[config.mk]
export PLATFORM = sky130hd
export DESIGN_NAME = sgd_ctrl
export DESIGN_NICKNAME = d
export VERILOG_FILES = /design/src/rtl/sgd_pkg.sv /design/src/rtl/sgd_ctrl.sv
export VERILOG_INCLUDE_DIRS = /design/src /design/src/rtl
export SDC_FILE = /design/constraint.sdc
export NUM_CORES = 1
export LEC_CHECK = 0
export BUFFER_PORTS_ARGS = -buffer_cell sky130_fd_sc_hd__buf_2
export CORE_AREA = 2 2 39 41
export DETAILED_ROUTE_END_ITERATION = 10
export DIE_AREA = 0 0 41 43
export GPL_TIMING_DRIVEN = 0
export PLACE_DENSITY = 0.37
export SKIP_LAST_GASP = 1
export SLEW_MARGIN = 0
export SYNTH_ARGS = -nofsm -noshare
export SYNTH_HDL_FRONTEND = slang
export SYNTH_SLANG_ARGS = --single-unit
[constraint.sdc]
create_clock -name clk_i -period 2.2 [get_ports clk_i]
set_input_delay 0.33 -clock clk_i [delete_from_list [all_inputs] [get_ports clk_i]]
set_output_delay 0.33 -clock clk_i [all_outputs]
set_load 0.1 [all_outputs]
[src/rtl/sobel_gradient_direction_unit_macros.svh]
// ----------------------------------------------------------------------------
// Sobel gradient direction unit: assertion macros
// Shared concurrent assertion forms used by the RTL of this block.
// ----------------------------------------------------------------------------
`ifndef SOBEL_GRADIENT_DIRECTION_UNIT_MACROS_SVH
`define SOBEL_GRADIENT_DIRECTION_UNIT_MACROS_SVH

// Same-cycle implication, disabled while reset is asserted.
`define SGD_ASSERT_IMPL(lbl, clk, rst_n, ante, cons) \
  lbl: assert property (@(posedge clk) disable iff (!(rst_n)) (ante) |-> (cons)) \
    else $error("same-cycle implication check failed");

// Next-cycle implication, disabled while reset is asserted.
`define SGD_ASSERT_NEXT(lbl, clk, rst_n, ante, cons) \
  lbl: assert property (@(posedge clk) disable iff (!(rst_n)) (ante) |=> (cons)) \
    else $error("next-cycle implication check failed");

`endif

[src/rtl/sgd_pkg.sv]
// ----------------------------------------------------------------------------
// Sobel gradient direction package
// Widths, constants, codes and controller/datapath interface types.
// ----------------------------------------------------------------------------
`timescale 1ns / 1ps

package sgd_pkg;

  // Field widths.
  localparam int PIX_W     = 8;
  localparam int GRAD_W    = 11;
  localparam int ABS_W     = 10;
  localparam int SUM_W     = 10;
  localparam int SQR_W     = 20;
  localparam int SQ_W      = 22;
  localparam int MAG_W     = 11;
  localparam int DIR_W     = 2;
  localparam int OUT_POS_W = 10;
  localparam int CFG_W     = 11;
  localparam int DIM_W     = 13;
  localparam int LO_PROD_W = 25;
  localparam int HI_PROD_W = 28;
  localparam int CMP_W     = 29;

  // Q16 tangents of 22.5 and 67.5 degrees.
  localparam logic [14:0] TAN_LO_Q16 = 15'd27146;
  localparam logic [17:0] TAN_HI_Q16 = 18'd158218;

  // First trial bit of the square root: the highest even power below 2^21.
  localparam logic [SQ_W-1:0] SQRT_BIT0 = 22'h10_0000;

  // Smallest legal image dimension.
  localparam logic [DIM_W-1:0] MIN_DIM = 13'd3;

  // Configuration register indexes and reset values.
  localparam logic REG_WIDTH  = 1'b0;
  localparam logic REG_HEIGHT = 1'b1;
  localparam logic [CFG_W-1:0] WIDTH_RESET  = 11'd640;
  localparam logic [CFG_W-1:0] HEIGHT_RESET = 11'd480;

  // Direction bins.
  typedef enum logic [DIR_W-1:0] {
    DIR_0   = 2'd0,
    DIR_45  = 2'd1,
    DIR_90  = 2'd2,
    DIR_135 = 2'd3
  } dir_e;

  // Commands from the controller to the datapath.
  typedef struct packed {
    logic accept;
    logic grad;
    logic mul;
    logic sum;
    logic step;
    logic load;
  } dp_cmd_t;

  // Status from the datapath to the controller.
  typedef struct packed {
    logic emit;
    logic sqrt_last;
    logic out_free;
  } dp_sts_t;

endpackage

[src/rtl/sgd_ctrl.sv]
// ----------------------------------------------------------------------------
// Sobel gradient direction controller
// Sequences one pixel through gradient, multiply, square root and output.
// ----------------------------------------------------------------------------
`timescale 1ns / 1ps
`include "sobel_gradient_direction_unit_macros.svh"

module sgd_ctrl (
  input  logic            clk_i,
  input  logic            rst_ni,
  input  logic            in_valid_i,
  output logic            in_stall_o,
  input  sgd_pkg::dp_sts_t sts_i,
  output sgd_pkg::dp_cmd_t cmd_o
);

  typedef enum logic [2:0] {
    S_IDLE,
    S_GRAD,
    S_MUL,
    S_SUM,
    S_SQRT,
    S_DONE
  } state_e;

  state_e state_q, state_d;
  logic   stall_q;

  // Commands follow from the current state, gated by the input valid and status.
  always_comb begin
    cmd_o        = '0;
    cmd_o.accept = (state_q == S_IDLE) && in_valid_i;
    cmd_o.grad   = (state_q == S_GRAD);
    cmd_o.mul    = (state_q == S_MUL);
    cmd_o.sum    = (state_q == S_SUM);
    cmd_o.step   = (state_q == S_SQRT);
    cmd_o.load   = (state_q == S_DONE) && sts_i.emit && sts_i.out_free;
  end

  // Next state.
  always_comb begin
    state_d = state_q;
    case (state_q)
      S_IDLE: begin
        if (in_valid_i) begin
          state_d = S_GRAD;
        end
      end
      S_GRAD: begin
        state_d = S_MUL;
      end
      S_MUL: begin
        state_d = S_SUM;
      end
      S_SUM: begin
        state_d = S_SQRT;
      end
      S_SQRT: begin
        if (sts_i.sqrt_last) begin
          state_d = S_DONE;
        end
      end
      S_DONE: begin
        if (!sts_i.emit || sts_i.out_free) begin
          state_d = S_IDLE;
        end
      end
      default: begin
        state_d = S_IDLE;
      end
    endcase
  end

  // State and the registered input stall.
  always_ff @(posedge clk_i or negedge rst_ni) begin
    if (!rst_ni) begin
      state_q <= S_IDLE;
      stall_q <= 1'b0;
    end else begin
      state_q <= state_d;
      stall_q <= (state_d != S_IDLE);
    end
  end

  assign in_stall_o = stall_q;

  // The input side is open only while the controller waits for a pixel.
  `SGD_ASSERT_IMPL(a_open_only_idle, clk_i, rst_ni, !in_stall_o, state_q == S_IDLE)
  // An accepted beat starts the gradient step and closes the input.
  `SGD_ASSERT_NEXT(a_accept_to_grad, clk_i, rst_ni, cmd_o.accept,
                   (state_q == S_GRAD) && in_stall_o)
  // The square root restarts from its top bit and is not done at once.
  `SGD_ASSERT_NEXT(a_sqrt_starts, clk_i, rst_ni, state_q == S_SUM,
                   (state_q == S_SQRT) && !sts_i.sqrt_last)
  // The last root step always leads to the output step.
  `SGD_ASSERT_NEXT(a_sqrt_ends, clk_i, rst_ni, (state_q == S_SQRT) && sts_i.sqrt_last,
                   state_q == S_DONE)

endmodule

Word level (Yosys, flattened, before mapping)
Cells that the tools add are included.
- muxes and demuxes: 4
- reduce and logical (&&, ||, !) cells: 7
- equality and inequality tests: 5
- operator list (operator ; count):
    $pmux 3 s6 ; 1
    $mux 3 ; 3
    $eq 3x2->1 const B ; 2
    $eq 3x3->1 const B ; 2
    $eq 3x1->1 const B ; 1
    $logic_and 1x1->1 ; 3
    $logic_not 3->1 ; 1
    $reduce_bool 3->1 ; 1
    $logic_not 1->1 ; 1
    $logic_or 1x1->1 ; 1
- bits in registers: 4
- input bits: 6
- word-level logic and storage cells: 18
- output and inout bits: 7

Depth between registers and ports, before layout
Gate-level depths: netlist of run 1.
- depth after elaboration: 5
- depth in mapped cells: 4
- depth with buffers taken out: 3

Worst setup path before layout of run 1
Ideal clock, no wire load.
- path type: register to output
- start: reg state_q[0]
- end: out cmd_o[5] in the netlist's numbering
- cell stages (with the launch flop): 3
- setup slack: -1758 ps
- data required time: 1870 ps
- path buffers: 1
- data arrival time: 3628 ps
- cell sequence: dfrtp_1 -> buf_6 -> nor4b_1
- RTL lines (item ; RTL line ; RTL):
    start: declaration ; sgd_ctrl.sv:26 ; state_e state_q, state_d;
    start signal: assignment ; sgd_ctrl.sv:80 ; state_q <= state_d;
    end: declaration ; sgd_ctrl.sv:14 ; output sgd_pkg::dp_cmd_t cmd_o

==> metrics.md, run 1 <==
| Metric | Value |
|---|---|
| Fraction of layout cells with a size suffix above 1 | `58.5%` |
| Hold WC Path Type | `input pin to flop` |
| Max incr delay on CP | `0.47 ns` |
| WL/cell | `9.74 um` |
| Outcome | `complete, no violations` |
| Clock Latency Late Sink | `0.23 ns` |
| CP Cell Sequence | `nand2b_1 > nor2_2 > buf_2` |
| Via count | `238` |
| Slew headroom | `67.7%` |
| Die width | `41 um` |
| Post-synth top area share | `41.5%` |
| Hold Vio Cnt, Final | `0` |
| Top-count cell post-synth | `dfrtp_1` |
| Skew final | `0.00539 ns` |
| Reg2Reg Depth | `3` |
| Top FF cell, synth | `dfrtp_1` |
| Initial antenna violation count | `0` |
| Total gr overflow | `0` |
| # fillers | `150` |
| Max clock buf depth | `2` |
| Worst R2R Start | `state_q[1]` |
| WS Path Type | `flop to output pin` |
| First-pass DRT Iterations | `1` |
| NumNets Final | `49` |
| Wire length of the first global-routing pass | `876 um` |
| I/O pin total | `13` |
| CP Capture Type | `output pin` |
| Area of the multi-input gates | `141 sq um` |
| Cts bufs inserted | `3` |
| Largest net degree at the start of global routing | `10` |
| Vias per Instance | `4.18` |
| CTS Sinks | `4` |
| Worst path slowest cell | `dfrtp_1` |
| CTS tree | `built` |
| H-Tree Depth | `1` |
| Vias in the first global route | `230` |
| # DRC | `0` |
| CP required | `1.87 ns` |
| Gr usage total | `8.25%` |
| Synth Register Bits | `4` |
| DP HPWL | `438 um` |
| Clk slew on worst S/H paths | `0.04 ns` |
| Cell row count | `14` |
| Warnings, synthesis | `0` |
| Final setup fails | `0` |
| Reg-to-Reg End | `state_q[2]` |
| Syn_area_per_cell | `9.66 sq um` |
| Most instantiated cells after synthesis | `4 x dfrtp_1, 3 x nand2b_1, 2 x nor2_1, 2 x or2_1` |
| Root Buffer | `clkbuf_4` |
| Antenna-violating nets left | `0` |
| Post-synth cell types | `18` |
| CP startpoint kind | `flop` |
| PortBufs | `12` |
| Antenna diodes | `0` |
| Storage cell area | `100 sq um` |
| DRT iter0 DRCs | `0` |
| Max Clk Rate | `554 MHz` |
| Async set or reset register ratio after synthesis | `100%` |
| Sequential fraction of the synthesis area | `41.5%` |
| Max Cap Viol | `0` |
| Crit path DAT | `1.47 ns` |
| Final Slew Violations | `0` |
| Post-CTS Setup Bufs | `0` |
| Mapped Cells | `25` |
| Worst-path fanout max | `8` |
| Final Routed Wirelength | `555 um` |
| Post-Syn Area | `241 sq um` |
| R2R setup slack | `1.12 ns` |
| Initial core utilization | `17.5%` |
| Die Y | `43 um` |
| Syn Nets | `31` |
| Post-DP Area | `340 sq um` |
| Crit share post-route | `82.0%` |
| Synth area leader | `dfrtp_1` |
| Hold EP | `in_stall_o` |
| Slew @ Worst Pin | `0.487 ns` |
| Post-layout min period | `1.80 ns` |
| Post-synth EDFFs | `0` |
| Post-route cell area | `373 sq um` |
| Core area | `0.00138 sq mm` |
| CP Depth | `3` |
| Fin util | `26.9%` |
| Dominant cells by area after synthesis | `dfrtp_1 41%, nand2b_1 7.8%, mux2_4 6.2%` |
| Hold WS | `0.353 ns` |
| P&R area growth vs syn | `54.4%` |
| HP Start | `in_valid_i` |
| Gp weighted congestion | `0.736` |
| Hold Path Stages | `3` |
| Die area | `0.00176 sq mm` |
| RSZ-0062 raised after global routing | `false` |
| Kind of cell adding the most delay to the critical path | `flip-flops` |
| WP buf/inv | `1` |
==> flip-flops by register name, summed over array words and instances (netlist names) <==
signal / count
in_stall_o: 1
state_q: 3
==> per-layer routing <==
metal	share of wire (%)	global-route usage, %	wire length (um)	vias to the layer above
li1	-	-	-	119
met1	42	9.06	232	112
met2	55	10.3	303	7
met3	3.6	1.57	20	0
met4	0	12.0	0	0
met5	0	0	0	-
==> per-stage QoR <==
stage          setup slack, ns  setup TNS, ns  std cells
5_1_grt                  0.312              0         57
3_3_place_gp             0.647              0         53
2_1_floorplan           -0.346         -0.346         25
4_1_cts                  0.376              0         57
3_5_place_dp             0.643              0         53
6_report                 0.396              0         57
==> cell type report <==
class,instances,area share (%)
buffer,1,3.02
clock buffer,3,6.04
inverter,2,2.01
multi-input combinational,18,37.9
sequential,4,26.8
tap,16,5.37
timing repair buffer,13,18.8
==> worst max-delay path by stage <==
| stage | startpoint | slack (ns) | endpoint |
|---|---|---|---|
| after floorplan | state_q[0] | -0.35 | cmd_o[5] |
| after global placement | state_q[1] | 0.65 | cmd_o[0] |
| after detailed placement | state_q[1] | 0.64 | cmd_o[0] |
| after CTS | state_q[1] | 0.38 | cmd_o[0] |
| after global routing | state_q[1] | 0.31 | cmd_o[0] |
| final | state_q[1] | 0.40 | cmd_o[0] |
==> tightest hold or removal path: stages <==
cell      delay [ns]
buf_2           0.09
o31ai_1         0.06
nand2b_1        0.06
==> timing repair <==
item,4_1_cts,5_1_grt
endpoints found under the hold margin,4,0
hold buffers,1,0
resized for setup,0,0
==> placed cells by master (no fill, tap or decap) <==
cell type	synthesis	layout
a21oi_1	1	1
and2_4	1	1
and3_4	1	1
buf_2	0	12
buf_6	1	1
clkbuf_4	0	3
dfrtp_1	4	4
dlygate4sd3_1	0	1
inv_1	1	1
inv_2	1	1
mux2_4	1	1
nand2b_1	3	3
nand3_1	1	1
nor2_1	2	1
nor2_2	0	1
nor3_2	0	1
nor3b_2	0	1
nor4b_2	0	1
o21ai_0	1	1
o21ai_1	1	1
o31ai_1	1	1
or2_1	2	2
==> kinds of logic after synthesis <==
kind of cell,after synthesis,synth area share [%]
compound gates,4,9.32
buf+inv,3,7.77
flops,4,41.5
mux,1,6.22
simple gates,13,35.2
Power of run 1 is not shown: default switching activity piles up to over one toggle a cycle in this logic, so the estimate is an artifact.
==> run 2, diff against run 1 <==
==> constraint.sdc (replaced) <==
create_clock -name clk_i -period 1.8 [get_ports clk_i]
set_input_delay 0.27 -clock clk_i [delete_from_list [all_inputs] [get_ports clk_i]]
set_output_delay 0.27 -clock clk_i [all_outputs]
set_load 0.1 [all_outputs]
==> run 2 against run 1 <==
  * Count of clock-buffer cells in the layout unchanged
  * Via count is 6.3% lower
  * Core utilization is 2.3 points higher
  * Global-route usage is 0.71 points higher
  * Wire length fell by 1.4%
  * Sequential share of layout area fell by 2.1 points
  * Register-to-register slack worse by 0.50 ns
  * Non-clock buffer count is the same
  * First-iteration DRC count is the same
  * Sequential cell count stayed put
  * Highest routed layer is now met4
  * Critical path depth down 1
  * Final cell count did not move
  * Critical endpoint is now cmd_o[4]
==> metrics.md, run 2 (synthesized netlist as in run 1, its figures left out) <==
| Metric | Value |
|---|---|
| Number of flip-flops in the largest register | `3 (unchanged)` |
| H-Tree Depth | `1 (unchanged)` |
| Reg2Reg Depth | `3 (unchanged)` |
| Hold WS | `0.295 ns (-0.0579 ns)` |
| Placed insts | `53 (unchanged)` |
| # DRC | `0 (unchanged)` |
| Skew final | `0.00168 ns (-0.00371 ns)` |
| Die area | `0.00176 sq mm (unchanged)` |
| Largest net degree at the start of global routing | `10 (unchanged)` |
| Hold EP | `in_stall_o` |
| CP startpoint kind | `flop` |
| Antenna-violating nets left | `0 (unchanged)` |
| Max Cap Viol | `0 (unchanged)` |
| CP Capture Type | `output pin` |
| Via count | `223 (-6.3%)` |
| DRT iter0 DRCs | `0 (unchanged)` |
| Worst path slowest cell | `dfrtp_1` |
| Gr usage total | `8.96% (+0.71 points)` |
| First-pass DRT Iterations | `1 (unchanged)` |
| Initial antenna violation count | `0 (unchanged)` |
| WS Path Type | `flop to output pin` |
| Final setup fails | `0 (unchanged)` |
| Max Clk Rate | `589 MHz` |
| WL/cell | `9.60 um (-1.4%)` |
| Reg-to-Reg End | `state_q[2]` |
| Die width | `41 um (unchanged)` |
| Post-layout min period | `1.70 ns` |
| Storage cell area | `100 sq um (unchanged)` |
| Worst R2R Start | `state_q[1]` |
| I/O pin total | `13 (unchanged)` |
| P&R area growth vs syn | `67.4%` |
| Die Y | `43 um (unchanged)` |
| Final Slew Violations | `0 (unchanged)` |
| Vias in the first global route | `257 (+12%)` |
| Total gr overflow | `0 (unchanged)` |
| Clock Latency Late Sink | `0.23 ns (about the same)` |
| Slew @ Worst Pin | `0.485 ns (-0.00258 ns)` |
| Hold WC Path Type | `input pin to flop` |
| Hold Path Stages | `3 (unchanged)` |
| Gp weighted congestion | `0.692 (-6.0%)` |
| # fillers | `155 (+3.3%)` |
| Core area | `0.00138 sq mm (unchanged)` |
| RSZ-0062 raised after global routing | `false` |
| CTS tree | `built` |
| Antenna diodes | `0 (unchanged)` |
| Final Routed Wirelength | `547 um (-1.4%)` |
| Crit path DAT | `1.43 ns (-0.04 ns)` |
| Most frequent cells in the layout | `8 x buf_2, 6 x clkbuf_4, 4 x dfrtp_1, 3 x nand2b_1, 2 x or2_1` |
| Initial core utilization | `17.5% (unchanged)` |
| CTS Sinks | `4 (unchanged)` |
| Fraction of layout cells with a size suffix above 1 | `58.5% (unchanged)` |
| Cell row count | `14 (unchanged)` |
| Cts bufs inserted | `3 (unchanged)` |
| Clk slew on worst S/H paths | `0.04 ns (about the same)` |
| HP Start | `in_valid_i` |
| R2R setup slack | `0.62 ns (-0.50 ns)` |
| Hold Vio Cnt, Final | `0 (unchanged)` |
| Vias per Instance | `3.91 (-6.3%)` |
| NumNets Final | `49 (unchanged)` |
| Commonest non-fill, non-tap cell in the layout | `buf_2` |
| Root Buffer | `clkbuf_4` |
| PortBufs | `12 (unchanged)` |
| Slew headroom | `67.9% (+0.17 points)` |
| Area of the multi-input gates | `163 sq um (+15%)` |
| Largest reg by FF count | `state_q` |
| Crit share post-route | `94.3%` |
| CP required | `1.53 ns (-0.34 ns)` |
| Max incr delay on CP | `0.51 ns (+0.04 ns)` |
| CP Cell Sequence | `nor3b_4 > buf_2` |
| Outcome | `complete, no violations` |
| Max clock buf depth | `2 (unchanged)` |
| Final cell count without fillers | `57 (unchanged)` |
| DP HPWL | `437 um (-0.34%)` |
| Wire length of the first global-routing pass | `972 um (+11%)` |
| Worst-path fanout max | `8 (unchanged)` |
[run 2: cell count changes in the layout (fill, tap and decap cells not counted), sizes merged]
cell | before | now
buf | 13 | 10
clkbuf | 3 | 6
[run 2: through the flow]
step           cell area, sq um  worst slack, ns  setup TNS, ns  util, %
2_1_floorplan               282          -0.0961        -0.0961        -
3_3_place_gp                362            0.231              0     26.1
3_5_place_dp                362            0.233              0     26.1
4_1_cts                     397          0.00438              0     28.7
5_1_grt                     404           0.0382              0     29.2
6_report                    404            0.103              0     29.2
[run 2: what timing repair did]
action | CTS | global route
setup endpoints to repair | 1 | 3
gates resized for setup | 1 | 3
hold buffers | 1 | 0
buffers inserted | 0 | 0
hold endpoints to repair | 4 | 0
[run 2: layout make-up]
| type | count | area share [%] |
|---|---|---|
| Buffer | 1 | 2.79 |
| Inverter | 2 | 1.86 |
| Multi-Input combinational cell | 18 | 40.2 |
| Timing Repair Buffer | 13 | 19.8 |
| Tap cell | 16 | 4.95 |
| Sequential cell | 4 | 24.8 |
| Clock buffer | 3 | 5.57 |
[run 2: layer usage]
metal  up-vias  track usage [%]  wire length (um)
met5         -                0                 0
met4         0             12.0                19
met3         2             1.57                26
met2         7             11.9               302
met1        98             9.74               198
li1        116                -                 -
[run 2: how the worst max path moves through the flow]
stage	slack (ns)	endpoint	cells past startpoint	startpoint
2_1_floorplan	-0.1	cmd_o[5]	1	state_q[1]
3_3_place_gp	0.23	cmd_o[0]	3	state_q[1]
3_5_place_dp	0.23	cmd_o[0]	3	state_q[1]
4_1_cts	0.004	cmd_o[5]	2	state_q[1]
5_1_grt	0.04	cmd_o[4]	2	state_q[1]
6_report	0.10	cmd_o[4]	2	state_q[1]
[run 2: worst max-delay path: cells and delay by family, from the launching register on]
kind	cells	cell delay, ns
DFF	1	0.51
buffers and inverters	1	0.45
and+or+nand+nor	1	0.24
Power of run 2 is left out for the same reason.
==> run 3, diff against run 2 <==
==> constraint.sdc (replaced) <==
create_clock -name clk_i -period 1.8 [get_ports clk_i]
set_input_delay 0.27 -clock clk_i [delete_from_list [all_inputs] [get_ports clk_i]]
set_output_delay 0.27 -clock clk_i [all_outputs]
set_load 0.005 [all_outputs]
==> run 3 against run 2 <==
  * Global-route usage fell by 1.9 points
  * Final cell count did not move
  * Register-to-register slack improved by 0.16 ns
  * Critical path depth rose by 1
  * Worst hold slack improved by 0.0026 ns
  * Setup slack improved by 0.28 ns
  * Cell area fell by 12%
==> metrics.md, run 3 (synthesized netlist as in run 1, its figures left out) <==
| Metric | Value |
|---|---|
| Number of flip-flops in the largest register | `3 (unchanged)` |
| WP buf/inv | `2 (+1)` |
| Max Clk Rate | `706 MHz (+20%)` |
| Max clock buf depth | `2 (unchanged)` |
| CP Cell Sequence | `buf_6 > nor4b_1 > buf_2` |
| Clock power frac | `20.5%` |
| Met2 wire len | `259 um (-14%)` |
| Gate power share | `47.0%` |
| WS Path Type | `flop to output pin` |
| DRT iter0 DRCs | `2 (+2)` |
| Crit share post-route | `78.7% (-16 points)` |
| CTS tree | `built` |
| Crit path DAT | `1.15 ns (-0.28 ns)` |
| I/O pin total | `13 (unchanged)` |
| # DRC | `0 (unchanged)` |
| Hold EP | `in_stall_o` |
| RSZ-0062 raised after global routing | `false` |
| Worst path slowest cell | `dfrtp_1` |
| Worst R2R Start | `state_q[1]` |
| Clock Latency Late Sink | `0.23 ns (about the same)` |
| Overall Power | `0.000523 W` |
| WL/cell | `9.09 um (-5.3%)` |
| Final setup fails | `0 (unchanged)` |
| Vias in the first global route | `216 (-16%)` |
| P per Cell Area | `1480 mW/mm^2` |
| Post-CTS Setup Bufs | `0 (unchanged)` |
| Clk slew on worst S/H paths | `0.04 ns (about the same)` |
| Root Buffer | `clkbuf_4` |
| Kind of cell adding the most delay to the critical path | `flip-flops` |
| Gp weighted congestion | `0.674 (-2.6%)` |
| Fin util | `25.6% (-3.6 points)` |
| Largest reg by FF count | `state_q` |
| Post-route cell area | `354 sq um (-12%)` |
| Die width | `41 um (unchanged)` |
| Worst vdd ir | `0.356 mV` |
| DRT met1 WL | `239 um (+21%)` |
| Hold Path Stages | `3 (unchanged)` |
| NetSw | `0.000177 W` |
| # fillers | `159 (+2.6%)` |
| Post-DP Area | `322 sq um (-11%)` |
| P&R area growth vs syn | `46.6%` |
| Hold Vio Cnt, Final | `0 (unchanged)` |
| H-Tree Depth | `1 (unchanged)` |
| R2R setup slack | `0.78 ns (+0.16 ns)` |
| Die area | `0.00176 sq mm (unchanged)` |
| Internal power | `0.000347 W` |
| Initial core utilization | `17.5% (unchanged)` |
| Reg2Reg Depth | `3 (unchanged)` |
| Antenna-violating nets left | `0 (unchanged)` |
| Antenna diodes | `0 (unchanged)` |
| DP HPWL | `417 um (-4.5%)` |
| CP required | `1.53 ns (about the same)` |
| Vias per Instance | `3.91 (unchanged)` |
| Post-layout min period | `1.42 ns (-0.280 ns)` |
| Hold WC Path Type | `input pin to flop` |
| CP Capture Type | `output pin` |
| Fraction of layout cells with a size suffix above 1 | `48.8% (-9.8 points)` |
| NumNets Final | `49 (unchanged)` |
| Cell row count | `14 (unchanged)` |
| HP Start | `in_valid_i` |
| Core area | `0.00138 sq mm (unchanged)` |
| Die Y | `43 um (unchanged)` |
| Skew final | `0.00162 ns (-0.0000614 ns)` |
| Slew @ Worst Pin | `0.226 ns (-0.259 ns)` |
| Leakage | `0.179 nW` |
| Switching share of power | `33.7%` |
| Via count | `223 (unchanged)` |
| Worst-path fanout max | `9 (+1)` |
| Most frequent cells in the layout | `12 x buf_2, 4 x dfrtp_1, 3 x nand2b_1, 3 x clkbuf_4` |
| Outcome | `complete, no violations` |
| CP startpoint kind | `flop` |
| First-pass DRT Iterations | `3 (+2)` |
| Max layer used | `met3` |
| Gr usage total | `7.04% (-1.9 points)` |
| Reg-to-Reg End | `state_q[2]` |
| CTS Sinks | `4 (unchanged)` |
| Storage cell area | `100 sq um (unchanged)` |
| Area of the multi-input gates | `123 sq um (-25%)` |
| Initial antenna violation count | `0 (unchanged)` |
| Hold WS | `0.297 ns (+0.00265 ns)` |
| Final Routed Wirelength | `518 um (-5.3%)` |
| Routed wl met3 | `19 um (-27%)` |
| Largest net degree at the start of global routing | `10 (unchanged)` |
| Commonest non-fill, non-tap cell in the layout | `buf_2` |
| Share of total power in sequential cells | `32.4%` |
| Wire length of the first global-routing pass | `800 um (-18%)` |
| PortBufs | `12 (unchanged)` |
| Total gr overflow | `0 (unchanged)` |
| Max Cap Viol | `0 (unchanged)` |
| Max incr delay on CP | `0.36 ns (-0.15 ns)` |
| Final Slew Violations | `0 (unchanged)` |
| Cts bufs inserted | `3 (unchanged)` |
| Slew headroom | `84.7% (+17 points)` |
| Final setup TNS | `0 ns (unchanged)` |
run 3: changes by cell type in the layout (fill, tap and decap cells not counted):
cell	delta
clkbuf_4	-3
buf_4	-1
buf_2	+4
nor3_1	+1
nor2_1	+1
nor3b_1	+1
nor2_2	-1
nor4b_1	+1
nor3_4	-1
nor3b_4	-1
nor4b_4	-1
run 3: cell type report:
class	count	area share, %
multi-input combinational	18	34.6
timing repair buffer	13	19.8
tap	16	5.65
sequential	4	28.3
buffer	1	3.18
clock buffer	3	6.36
inverter	2	2.12
run 3: repair_timing:
action,CTS,global route
gates resized for setup,0,0
hold endpoints to repair,4,0
setup endpoints to repair,0,0
hold buffers,1,0
run 3: per-stage QoR:
step                std cells  setup WS [ns]
floorplan                  25          0.722
finish                     57          0.383
global route               57          0.307
global placement           53          0.641
CTS                        57          0.354
detailed placement         53          0.608
run 3: power groups by stage:
stage / logic (W) / registers [W] / clock network (W)
5_1_grt: 0.000275 / 0.000177 / 0.000120
4_1_cts: 0.000254 / 0.000170 / 0.000112
2_1_floorplan: 0.000173 / 0.000162 / 0
6_report: 0.000246 / 0.000170 / 0.000107
3_5_place_dp: 0.000251 / 0.000170 / 0
3_3_place_gp: 0.000250 / 0.000170 / 0
run 3: worst register-to-register path, cell delays in order, from the launching register on:
cell      delay, ns
dfrtp_1        0.46
nand2b_1       0.18
a21oi_1        0.06
or2_1          0.20
run 3: per-layer routing:
layer  track usage [%]  up-vias
met1              9.06       99
met5                 0        -
met3              1.57        0
met2              8.44        7
li1                  -      117
met4              8.00        0
run 3: worst max-delay path by stage:
stage / start / end / depth (start not counted)
detailed placement: state_q[0] / cmd_o[5] / 3
global placement: state_q[0] / cmd_o[5] / 3
floorplan: state_q[0] / cmd_o[5] / 2
finish: state_q[0] / cmd_o[5] / 3
CTS: state_q[0] / cmd_o[5] / 3
global route: state_q[0] / cmd_o[5] / 3
No activity file was read; power rests on OpenSTA's default activity.
